## config.mk

```make
export PLATFORM = sky130hd
export DESIGN_NAME = segment_frame_encoder_core
export DESIGN_NICKNAME = d
export VERILOG_FILES = /design/src/rtl/core/sfe_pkg.sv /design/src/rtl/core/sfe_digits.sv /design/src/rtl/core/sfe_frame.sv /design/src/rtl/core/segment_frame_encoder_core.sv
export SDC_FILE = /design/constraint.sdc
export NUM_CORES = 1
export LEC_CHECK = 0
export BUFFER_PORTS_ARGS = -buffer_cell sky130_fd_sc_hd__buf_2
export CAP_MARGIN = 20
export CORE_MARGIN = 2
export CORE_UTILIZATION = 50
export DETAILED_ROUTE_END_ITERATION = 8
export MAX_ROUTING_LAYER = met4
export PLACE_DENSITY = 0.73
export SKIP_CTS_REPAIR_TIMING = 1
export SYNTH_ARGS = -nofsm -noshare
export SYNTH_HDL_FRONTEND = slang
export SYNTH_HIERARCHICAL = 1
export SYNTH_SLANG_ARGS = --single-unit
```

## constraint.sdc

```tcl
create_clock -name i_clk -period 12 [get_ports i_clk]
set_clock_uncertainty 0.1 [all_clocks]
set_input_delay 1.2 -clock i_clk [delete_from_list [all_inputs] [get_ports i_clk]]
set_output_delay 1.2 -clock i_clk [all_outputs]
set_load 0.02 [all_outputs]
```

## src/rtl/core/sfe_pkg.sv

```systemverilog
// Shared types, constants and the digit segment table for the segment frame encoder.
// No dependencies.
package sfe_pkg;

    localparam int unsigned FRAME_BYTES = 15;
    localparam int unsigned LOW_BYTES   = 8;
    localparam int unsigned HIGH_BYTES  = FRAME_BYTES - LOW_BYTES;

    localparam logic signed [12:0] TEMP_MAX  = 13'sd1999;
    localparam logic signed [12:0] TEMP_MIN  = -13'sd999;
    localparam logic signed [12:0] TEMP_HUND = 13'sd1000;
    localparam logic signed [11:0] HUM_MAX   = 12'sd999;

    localparam logic [7:0] MARK_HUNDREDS = 8'h1f;
    localparam logic [7:0] MARK_MINUS    = 8'h04;
    localparam logic [7:0] MARK_NONE     = 8'h00;
    localparam logic [7:0] DOT_MARK      = 8'h20;
    localparam logic [7:0] ICON_BASE     = 8'h04;
    localparam logic [7:0] ICON_FAHR     = 8'h02;
    localparam logic [7:0] ICON_CELS     = 8'h01;
    localparam logic [7:0] ICON_LINK     = 8'h08;
    localparam logic [7:0] ICON_BATT     = 8'h10;
    localparam logic [7:0] TAIL_BYTE     = 8'h00;

    // Reciprocal constants for exact division of values up to 2047
    localparam logic [12:0] RECIP_10  = 13'd6554;  // x*RECIP_10  >> 16 == x/10
    localparam logic [12:0] RECIP_100 = 13'd5243;  // x*RECIP_100 >> 19 == x/100

    typedef struct packed {
        logic signed [12:0] temperature_tenths;
        logic signed [11:0] humidity_tenths;
        logic               unit_is_fahrenheit;
        logic               link_up;
        logic               battery_low;
    } t_sfe_in;

    typedef struct packed {
        logic [55:0] frame_bytes_high;
        logic [63:0] frame_bytes_low;
    } t_sfe_out;

    typedef struct packed {
        logic [3:0] hund;
        logic [3:0] tens;
        logic [3:0] ones;
    } t_sfe_digits;

    // Two segment bytes per digit: [7:0] goes to the lower frame byte, [15:8] to the next.
    function automatic logic [15:0] seg_code(input logic [3:0] d);
        logic [15:0] c;
        unique case (d)
            4'd0:    c = {8'h1f, 8'hbf};
            4'd1:    c = {8'h1f, 8'h00};
            4'd2:    c = {8'h17, 8'hfd};
            4'd3:    c = {8'h1f, 8'hf5};
            4'd4:    c = {8'h1f, 8'h47};
            4'd5:    c = {8'h1d, 8'hf7};
            4'd6:    c = {8'h1d, 8'hff};
            4'd7:    c = {8'h1f, 8'h21};
            4'd8:    c = {8'h1f, 8'hff};
            4'd9:    c = {8'h1f, 8'hf7};
            default: c = {8'h1f, 8'hbf};
        endcase
        return c;
    endfunction

endpackage

```

## src/rtl/core/sfe_digits.sv

```systemverilog
// Splits a magnitude below 2000 into hundreds, tens and ones decimal digits.
// Depends on sfe_pkg (digit struct, reciprocal constants).
module sfe_digits (
    input  logic [10:0]               i_mag,
    output sfe_pkg::t_sfe_digits      o_digits
);
    import sfe_pkg::*;

    logic [23:0] prod10;
    logic [23:0] prod100;
    logic [7:0]  q10;
    logic [4:0]  q100;
    logic [7:0]  q100_x10;
    logic [10:0] q10_x10;
    logic [7:0]  tens_diff;
    logic [10:0] ones_diff;

    // Constant multiplies run in parallel, no chained divide
    assign prod10   = 24'(i_mag) * 24'(RECIP_10);
    assign prod100  = 24'(i_mag) * 24'(RECIP_100);
    assign q10      = prod10[23:16];
    assign q100     = prod100[23:19];
    assign q100_x10 = 8'(q100) * 8'd10;
    assign q10_x10  = 11'(q10) * 11'd10;
    assign tens_diff = q10 - q100_x10;
    assign ones_diff = i_mag - q10_x10;

    always_comb begin
        // q100 is at most 19, so one conditional subtract gives its last digit
        if (q100 >= 5'd10) begin
            o_digits.hund = 4'(q100 - 5'd10);
        end else begin
            o_digits.hund = q100[3:0];
        end
        o_digits.tens = tens_diff[3:0];
        o_digits.ones = ones_diff[3:0];
    end

endmodule

```

## src/rtl/core/sfe_frame.sv

```systemverilog
// Saturates the readings, splits them into digits and assembles the 15-byte frame.
// Depends on sfe_pkg and sfe_digits.
module sfe_frame (
    input  sfe_pkg::t_sfe_in   i_item,
    output sfe_pkg::t_sfe_out  o_frame
);
    import sfe_pkg::*;

    logic signed [12:0] temp_sat;
    logic signed [11:0] hum_sat;
    logic signed [12:0] temp_neg;
    logic [10:0]        temp_mag;
    logic [10:0]        hum_mag;
    t_sfe_digits        temp_dig;
    t_sfe_digits        hum_dig;
    logic [15:0]        seg_th, seg_tt, seg_to;
    logic [15:0]        seg_hh, seg_ht, seg_ho;
    logic [7:0]         frame [FRAME_BYTES];

    always_comb begin
        priority if (i_item.temperature_tenths > TEMP_MAX) begin
            temp_sat = TEMP_MAX;
        end else if (i_item.temperature_tenths < TEMP_MIN) begin
            temp_sat = TEMP_MIN;
        end else begin
            temp_sat = i_item.temperature_tenths;
        end

        priority if (i_item.humidity_tenths > HUM_MAX) begin
            hum_sat = HUM_MAX;
        end else if (i_item.humidity_tenths < 12'sd0) begin
            hum_sat = 12'sd0;
        end else begin
            hum_sat = i_item.humidity_tenths;
        end
    end

    assign temp_neg = -temp_sat;
    assign temp_mag = temp_sat[12] ? temp_neg[10:0] : temp_sat[10:0];
    assign hum_mag  = {1'b0, hum_sat[9:0]};

    sfe_digits u_temp_digits (
        .i_mag    (temp_mag),
        .o_digits (temp_dig)
    );

    sfe_digits u_hum_digits (
        .i_mag    (hum_mag),
        .o_digits (hum_dig)
    );

    assign seg_th = seg_code(temp_dig.hund);
    assign seg_tt = seg_code(temp_dig.tens);
    assign seg_to = seg_code(temp_dig.ones);
    assign seg_hh = seg_code(hum_dig.hund);
    assign seg_ht = seg_code(hum_dig.tens);
    assign seg_ho = seg_code(hum_dig.ones);

    always_comb begin
        priority if (temp_sat[12]) begin
            frame[0] = MARK_MINUS;
        end else if (temp_sat >= TEMP_HUND) begin
            frame[0] = MARK_HUNDREDS;
        end else begin
            frame[0] = MARK_NONE;
        end
        frame[1]  = seg_th[7:0];
        frame[2]  = seg_th[15:8];
        frame[3]  = seg_tt[7:0];
        frame[4]  = seg_tt[15:8] | DOT_MARK;
        frame[5]  = seg_hh[7:0];
        frame[6]  = seg_hh[15:8];
        frame[7]  = seg_ht[7:0];
        frame[8]  = seg_ht[15:8] | DOT_MARK;
        frame[9]  = seg_ho[7:0];
        frame[10] = seg_ho[15:8] | DOT_MARK;   // percent sign
        frame[11] = seg_to[7:0];
        frame[12] = seg_to[15:8];
        frame[13] = ICON_BASE
                  | (i_item.unit_is_fahrenheit ? ICON_FAHR : ICON_CELS)
                  | (i_item.link_up ? ICON_LINK : 8'h00)
                  | (i_item.battery_low ? ICON_BATT : 8'h00);
        frame[14] = TAIL_BYTE;
    end

    always_comb begin
        for (int k = 0; k < LOW_BYTES; k++) begin
            o_frame.frame_bytes_low[8*k +: 8] = frame[k];
        end
        for (int k = 0; k < HIGH_BYTES; k++) begin
            o_frame.frame_bytes_high[8*k +: 8] = frame[LOW_BYTES + k];
        end
    end

endmodule

```

## src/rtl/core/segment_frame_encoder_core.sv

```systemverilog
// Segment frame encoder top level: input register, frame logic, result register.
// An accepted beat goes through the input register and then the result register, which drives the strobe.
// Throughput: one beat per cycle; busy is high only while reset is held, the receiver cannot stall.
// Reset (synchronous, active low) clears the valid flags only; payload is not reset.
// Depends on sfe_pkg and sfe_frame.
module segment_frame_encoder_core (
    input  logic               i_clk,
    input  logic               i_rst_n,
    input  logic               start,
    output logic               busy,
    input  sfe_pkg::t_sfe_in   i_item,
    output logic               o_strobe,
    output sfe_pkg::t_sfe_out  o_result
);
    import sfe_pkg::*;

    logic      r_in_vld;
    t_sfe_in   r_in;
    logic      r_out_vld;
    t_sfe_out  r_out;
    t_sfe_out  n_out;
    logic      accept;

    // A beat offered during reset would be dropped, so refuse it
    assign busy   = !i_rst_n;
    assign accept = start && !busy;

    always_ff @(posedge i_clk) begin
        if (!i_rst_n) begin
            r_in_vld  <= 1'b0;
            r_out_vld <= 1'b0;
        end else begin
            r_in_vld  <= accept;
            r_out_vld <= r_in_vld;
        end
    end

    always_ff @(posedge i_clk) begin
        if (accept) begin
            r_in <= i_item;
        end
        if (r_in_vld) begin
            r_out <= n_out;
        end
    end

    sfe_frame u_frame (
        .i_item  (r_in),
        .o_frame (n_out)
    );

    assign o_strobe = r_out_vld;
    assign o_result = r_out;

    a_beat_gives_result: assert property (@(posedge i_clk) disable iff (!i_rst_n)
        start && !busy |=> ##1 o_strobe)
        else $error("accepted beat produced no result strobe");

    a_strobe_has_source: assert property (@(posedge i_clk) disable iff (!i_rst_n)
        o_strobe |-> $past(r_in_vld))
        else $error("result strobe without a beat in the input register");

    a_fixed_bytes: assert property (@(posedge i_clk) disable iff (!i_rst_n)
        o_strobe |-> (o_result.frame_bytes_high[55:48] == TAIL_BYTE)
                  && o_result.frame_bytes_high[42] && o_result.frame_bytes_low[37])
        else $error("constant frame bits missing");

    a_one_unit_icon: assert property (@(posedge i_clk) disable iff (!i_rst_n)
        o_strobe |-> $onehot(o_result.frame_bytes_high[41:40]))
        else $error("unit icons not exclusive");

endmodule
```

==> results of run 1 <==
==> registers in the layout (all words and copies together) (netlist names) <==
signal / count
o_result: 120
r_in: 28
o_strobe: 1
r_in_vld: 1
==> cells by family after synthesis <==
group	count (synthesis)	synth area share, %
buffers and inverters	373	10.9
muxes	6	0.410
xor gates and xnor gates	45	2.77
DFF	150	29.4
other	2	0.0492
AOI/OAI and AO/OA	154	7.24
and+or+nand+nor	229	8.00
adders and majority gates	420	41.3
==> layer usage <==
metal	vias up	wire length, µm	global-route usage, %
met4	0	731	6.50
met3	40	1120	2.82
li1	4792	-	-
met5	-	0	-
met1	4657	13100	24.9
met2	198	14600	35.0
==> layout make-up <==
cell class / instances / area (µm²)
fill: 2537 / 13000
multi-input combinational: 911 / 9330
sequential: 150 / 4490
inverter: 293 / 1100
timing repair buffer: 159 / 833
tap: 390 / 488
clock buffer: 17 / 425
clock inverter: 15 / 163
antenna: 1 / 2.50
==> critical path: cells and delay by family, from the launching register on <==
kind / cells / cell delay [ns]
AOI/OAI and AO/OA: 8 / 1.82
and+or+nand+nor: 12 / 3.25
adders and majority gates: 9 / 3.55
muxes: 1 / 0.62
buffers and inverters: 2 / 0.28
DFF: 1 / 0.50
==> cell usage after synthesis, types with 9 or more instances <==
cell type and count:
nand4_1 9, nand3_1 11, nor2_1 53, fa_1 140, nand2b_1 15, xnor2_1 30
nand3b_1 10, a21o_1 13, nor3_1 16, nor2b_1 10, or2_2 15, clkbuf_1 13
xor2_1 12, buf_4 65, edfxtp_1 148, ha_1 280, nand2_1 50, o21ai_0 26
a21oi_1 47, inv_1 293
==> through the flow <==
step                      util [%]  cells
after detailed placement      54.3   1902
after floorplan                  -   1434
after CTS                     56.2   1934
after global routing          56.3   1935
after global placement        54.3   1902
final                         56.3   1936
==> how the worst max path moves through the flow <==
stage	slack, ns	cells after the start	end	startpoint
floorplan	2.55	32	o_result[10]$_DFFE_PP_	r_in[17]$_DFFE_PP_
global placement	1.75	32	o_result[10]$_DFFE_PP_	r_in[21]$_DFFE_PP_
detailed placement	1.60	34	o_result[30]$_DFFE_PP_	r_in[21]$_DFFE_PP_
CTS	1.54	34	o_result[30]$_DFFE_PP_	r_in[21]$_DFFE_PP_
global route	0.83	34	o_result[30]$_DFFE_PP_	r_in[21]$_DFFE_PP_
finish	1.59	32	o_result[10]$_DFFE_PP_	r_in[21]$_DFFE_PP_
==> run metrics, run 1 <==
Slowest Stage Delay on Critical Path 0.69 ns; commonest cells after routing, fill and taps aside inv_1, ha_1, buf_2; global-route wire length before repair ~49000 µm; initial antenna violation count 0; Final Cell Area approximately 17000 µm²; initial drt markers about 560; final setup TNS 0 ns; drt pass-1 iters 5; register area share after synthesis 29.4%; hold wc startpoint r_in[1]$_DFFE_PP_; Area growth syn-to-layout 10.3%; Ports around 150; Synth Register Bits 150; dpl hpwl roughly 24000 µm; Final Critical Period between 10 and 15 ns; Detail Route Antenna Nets 0; status completed; I/O Buffers ~150; Async SR Flop Fraction 0%; Worst Hold Path Cells 0; Netlist cell types 80; Root Buffer clkbuf_16; largest net degree at the start of global routing 91; vias in the first global route 10.1k; Syn. warnings 6; Period Utilization, post-route slightly below 90%; final number of setup-violating endpoints 0; CTS buffer count 17; clock slew at reported path FFs 0.07 ns; placed inst area 16200 µm²; post-synthesis cell count about 1.4k; Synth area leader edfxtp_1; Core Region 29900 µm²; Residual DRC 0; Bufs on Longest Clock Path 2; total gr overflow 0; Tightest Pin Transition about 0.94 ns; FF-to-FF setup slack between 1.5 and 2 ns; Via-to-Cell Ratio 5.00; fin nets a little under 2k; GRT Total Usage roughly 20%; vias just under 10k; Max Transition Viols Final 0; Sink Count 150; H-tree depth 4; WL per Instance roughly 15 µm; CTS tree done; Critical Path End Type register; count of flip-flops with a built-in enable after synthesis 148; CP max-delay cell or3_1; Placer Congestion 0.915; pre-CTS WS approximately 1.6 ns; Die Area around 32000 µm²; Main synth FF type edfxtp_1; reg-to-reg endpoint o_result[10]$_DFFE_PP_; RSZ-0062 raised after global routing false; die height approximately 180 µm; DRT Wirelength around 30000 µm; Avg Inst Size Synth 11.1 µm²; clk_lat worst skew 0.43 ns; mapped cell area around 15000 µm²; Max-slew headroom 37.2%; setup ws final 1.59 ns; most common cell after layout, fill and taps aside inv_1; row cnt 63; initial core utilization 51.1%; worst-path maximum fanout 17; worst path required time 12.08 ns; Worst Setup Start Kind register; most frequent CP cell fa_1; Crit Path Category reg2reg; Reg2Reg Depth 32; Reg-to-Reg Start r_in[21]$_DFFE_PP_; hold endpoint o_result[107]$_DFFE_PP_; Synth top area share between 20% and 30%; Synth area leaders edfxtp_1, ha_1, fa_1; Critical Path AT between 10 and 15 ns; worst hold path class reg2reg; Fin. Hold Viols 0; Die Span X 179 µm; Peak Freq 96.0 MHz; share of layout cells above drive strength 1 between 10% and 20%; Hold Slack 0.320 ns; max-cap viol count 0
Power of run 1 is not shown: default switching activity piles up to over one toggle a cycle in this logic, so the estimate is an artifact.
==> run 2, diff against run 1 <==
--- a/config.mk
+++ b/config.mk
@@ -12,6 +12,7 @@
 export DETAILED_ROUTE_END_ITERATION = 8
 export MAX_ROUTING_LAYER = met4
 export PLACE_DENSITY = 0.73
+export RECOVER_POWER = 25
 export SKIP_CTS_REPAIR_TIMING = 1
 export SYNTH_ARGS = -nofsm -noshare
 export SYNTH_HDL_FRONTEND = slang
==> run metrics, run 2 (synthesized netlist as in run 1, its figures left out) <==
status finished with violations; violated checks max-capacitance violations, max-slew violations; Setup crit start r_in[21]$_DFFE_PP_; vias in the first global route 10.1k (unchanged); hold wc startpoint r_in[1]$_DFFE_PP_; Via-to-Cell Ratio 5.00 (about the same); row cnt 63 (unchanged); final number of setup-violating endpoints 0 (unchanged); Ports 153 (unchanged); Largest register FFs 120 (unchanged); Reg-to-Reg Start r_in[21]$_DFFE_PP_; Die Span X 179 µm (unchanged); Hold Slack 0.320 ns (-0.0000260 ns); worst path required time 12.08 ns (about the same); initial drt markers 484 (-13%); Critical Path End Type register; Die Area 31900 µm² (unchanged); initial core utilization 51.1% (unchanged); fin nets 1983 (unchanged); CP max-delay cell or3_1; DR top layer met4; Worst Setup Start Kind register; Detail Route Antenna Nets 0 (unchanged); met1 wire length 13200 µm (+0.60%); clock slew at reported path FFs 0.07 ns (about the same); Period Utilization, post-route 86.8% (about the same); max-cap viol count 1 (+1); die height 179 µm (unchanged); GRT Total Usage 20.4% (unchanged); routed wl met3 1020 µm (-9.0%); met2 wire len 14700 µm (+0.36%); CTS buffer count 17 (unchanged); dpl hpwl 24300 µm (unchanged); largest net degree at the start of global routing 91 (unchanged); Final Critical Period 10.42 ns (+0.00255 ns); Root Buffer clkbuf_16; most common cell after layout, fill and taps aside inv_1; final setup TNS 0 ns (unchanged); Bufs on Longest Clock Path 2 (unchanged); share of layout cells above drive strength 1 14.4% (-0.45 points); RSZ-0062 raised after global routing false; DRT Wirelength 29600 µm (+0.10%); Fin. Hold Viols 0 (unchanged); Crit Path Category reg2reg; clk_lat worst skew 0.43 ns (about the same); Final Cell Area 16800 µm² (about the same); Tightest Pin Transition 1.54 ns (+0.606 ns); global-route wire length before repair 49200 µm (unchanged); Critical Path AT 10.49 ns (about the same); worst-path maximum fanout 17 (unchanged); Sink Count 150 (unchanged); WL per Instance 15.3 µm (+0.10%); Area growth syn-to-layout 10.1% (about the same); initial antenna violation count 0 (unchanged); Max Transition Viols Final 29 (+29); commonest cells after routing, fill and taps aside inv_1, ha_1, buf_2, edfxtp_1, fa_1; H-tree depth 4 (unchanged); total gr overflow 0 (unchanged); I/O Buffers 152 (unchanged); Core Region 29900 µm² (unchanged); Placer Congestion 0.915 (unchanged); final core occ 56.3% (about the same); worst hold path class reg2reg; placed inst area 16200 µm² (unchanged); drt pass-1 iters 5 (unchanged); vias 9680 (-0.072%); Peak Freq 96.0 MHz (about the same); Max-slew headroom -2.99% (-40 points); Slowest Stage Delay on Critical Path 0.70 ns (about the same); CTS tree done; Residual DRC 0 (unchanged); most frequent CP cell fa_1
## run 2: cell count changes in the layout (fill, tap and decap cells not counted)
cell,previous run,this run
dfxtp_1,1,2
buf_4,6,4
and2_1,5,3
and2_0,0,2
dfxtp_4,1,0
clkbuf_1,0,6
buf_2,152,148
## run 2: stage by stage
| step | std cells | setup slack (ns) |
|---|---|---|
| final | 1936 | 1.58 |
| after global routing | 1935 | 0.832 |
| after CTS | 1934 | 1.54 |
| after detailed placement | 1902 | 1.60 |
| after global placement | 1902 | 1.75 |
| after floorplan | 1434 | 2.55 |
## run 2: path summary, 6_finish.rpt
check                            end  slack (ns)  cells past startpoint
min          o_result[107]$_DFFE_PP_        0.32                      0
max           o_result[10]$_DFFE_PP_        1.58                     32
min reg2reg  o_result[107]$_DFFE_PP_        0.32                      0
max reg2reg   o_result[10]$_DFFE_PP_        1.58                     32
## run 2: area by class of cell
class | instances | area (µm²)
clock buffer | 17 | 425
tap | 390 | 488
fill | 2541 | 13100
timing repair buffer | 159 | 821
antenna | 1 | 2.50
clock inverter | 15 | 163
multi-input combinational | 911 | 9330
inverter | 293 | 1100
sequential | 150 | 4480
## run 2: critical path: cells and delay by family (launching register included)
kind | cells | cell delay, ns
AOI/OAI and AO/OA | 8 | 1.81
and+or+nand+nor | 12 | 3.26
muxes | 1 | 0.63
adders and majority gates | 9 | 3.56
buffers and inverters | 2 | 0.28
DFF | 1 | 0.50
## run 2: routing by layer
| metal | vias up | track usage [%] |
|---|---|---|
| li1 | 4791 | - |
| met1 | 4645 | 24.9 |
| met2 | 204 | 35.0 |
| met3 | 40 | 2.82 |
| met4 | 0 | 6.50 |
| met5 | - | - |
Power of run 2 is left out for the same reason.
==> run 3, diff against run 2 <==
==> constraint.sdc (replaced) <==
create_clock -name i_clk -period 10.5 [get_ports i_clk]
set_clock_uncertainty 0.1 [all_clocks]
set_input_delay 1.05 -clock i_clk [delete_from_list [all_inputs] [get_ports i_clk]]
set_output_delay 1.05 -clock i_clk [all_outputs]
set_load 0.02 [all_outputs]
==> run metrics, run 3 (synthesized netlist as in run 1, its figures left out) <==
initial core utilization 51.1% (unchanged); die height 179 µm (unchanged); dpl hpwl 24600 µm (+1.4%); most common cell after layout, fill and taps aside inv_1; Critical Path AT 9.79 ns (-0.70 ns); RSZ-0062 raised after global routing false; total gr overflow 0 (unchanged); Root Buffer clkbuf_16; Crit Path Category reg2reg; most frequent CP cell fa_1; vias in the first global route 10.0k (-0.36%); worst hold path class reg2reg; vias 9750 (+0.72%); WL per Instance 15.4 µm (+0.71%); Residual DRC 0 (unchanged); Die Span X 179 µm (unchanged); H-tree depth 4 (unchanged); largest net degree at the start of global routing 91 (unchanged); Final Critical Period 9.71 ns (-0.701 ns); Fin. Hold Viols 0 (unchanged); I/O Buffers 152 (unchanged); GRT Total Usage 20.5% (+0.13 points); Bufs on Longest Clock Path 2 (unchanged); Critical Path End Type register; grt met3 use 2.88% (+0.064 points); Worst Setup Start Kind register; Largest register FFs 120 (unchanged); final setup TNS 0 ns (unchanged); CTS buffer count 17 (unchanged); Via-to-Cell Ratio 5.03 (+0.57%); status completed; Max Transition Viols Final 0 (-100%); Global Route met1 Usage 25.2% (+0.31 points); row cnt 63 (unchanged); Sink Count 150 (unchanged); Most Used Layer, Global Route met2; Slowest Stage Delay on Critical Path 0.67 ns (-0.03 ns); Placer Congestion 0.920 (+0.57%); final number of setup-violating endpoints 0 (unchanged); Core Region 29900 µm² (unchanged); worst path required time 10.57 ns (-1.51 ns); Ports 153 (unchanged); share of layout cells above drive strength 1 14.7% (+0.35 points); max-cap viol count 0 (-1); fin nets 1987 (+0.20%); CTS tree done; CP max-delay cell fa_1; drt pass-1 iters 7 (+2); Hold Slack 0.332 ns (+0.0126 ns); Die Area 31900 µm² (unchanged); clock slew at reported path FFs 0.07 ns (about the same); met2 usage 35.4% (+0.42 points); Peak Freq 103 MHz (+7.2%); Max-slew headroom 0.282% (+3.3 points); Tightest Pin Transition 1.49 ns (-0.0511 ns); clk_lat worst skew 0.42 ns (about the same); Period Utilization, post-route 92.5% (+5.7 points); Detail Route Antenna Nets 0 (unchanged); initial drt markers 569 (+18%); Area growth syn-to-layout 10.7%; global-route wire length before repair 49400 µm (+0.39%); initial antenna violation count 0 (unchanged); worst-path maximum fanout 17 (unchanged); DRT Wirelength 29800 µm (+0.86%); Antenna Cells 0 (-1); commonest cells after routing, fill and taps aside inv_1, ha_1, edfxtp_1
-- run 3: critical path, delay by kind of cell, from the launching register on --
kind,cells,cell delay [ns]
xor+xnor,1,0.18
simple gates,12,3.13
compound gates,8,1.72
flops,1,0.51
buf+inv,2,0.22
fa+ha+maj,9,3.59
-- run 3: per-stage QoR --
| stage | worst slack [ns] | std cells | util [%] | area [µm²] |
|---|---|---|---|---|
| 4_1_cts | 0.680 | 1938 | 56.5 | 16900 |
| 2_1_floorplan | 1.05 | 1434 | - | 15500 |
| 6_report | 0.785 | 1939 | 56.6 | 16900 |
| 5_1_grt | 0.0808 | 1939 | 56.6 | 16900 |
| 3_5_place_dp | 0.712 | 1906 | 54.4 | 16200 |
| 3_3_place_gp | 0.897 | 1906 | 54.4 | 16200 |
-- run 3: final timing paths --
check	endpoint	startpoint	cells past startpoint	slack, ns
max	o_result[10]$_DFFE_PP_	r_in[21]$_DFFE_PP_	32	0.79
min	o_result[107]$_DFFE_PP_	r_in[1]$_DFFE_PP_	0	0.33
max reg2reg	o_result[10]$_DFFE_PP_	r_in[21]$_DFFE_PP_	32	0.79
min reg2reg	o_result[107]$_DFFE_PP_	r_in[1]$_DFFE_PP_	0	0.33
-- run 3: layout make-up --
| cell class | instances | area (µm²) |
|---|---|---|
| Fill cell | 2500 | 13000 |
| Multi-Input combinational cell | 911 | 9340 |
| Sequential cell | 150 | 4480 |
| Inverter | 293 | 1100 |
| Timing Repair Buffer | 163 | 850 |
| Tap cell | 390 | 488 |
| Clock buffer | 17 | 425 |
| Clock inverter | 15 | 210 |
-- run 3: routing by layer --
metal	up-vias	wire length (µm)
met2	215	15100
li1	4795	-
met3	37	1280
met1	4703	12900
met4	0	605
met5	-	0
Power of run 3 is left out for the same reason.
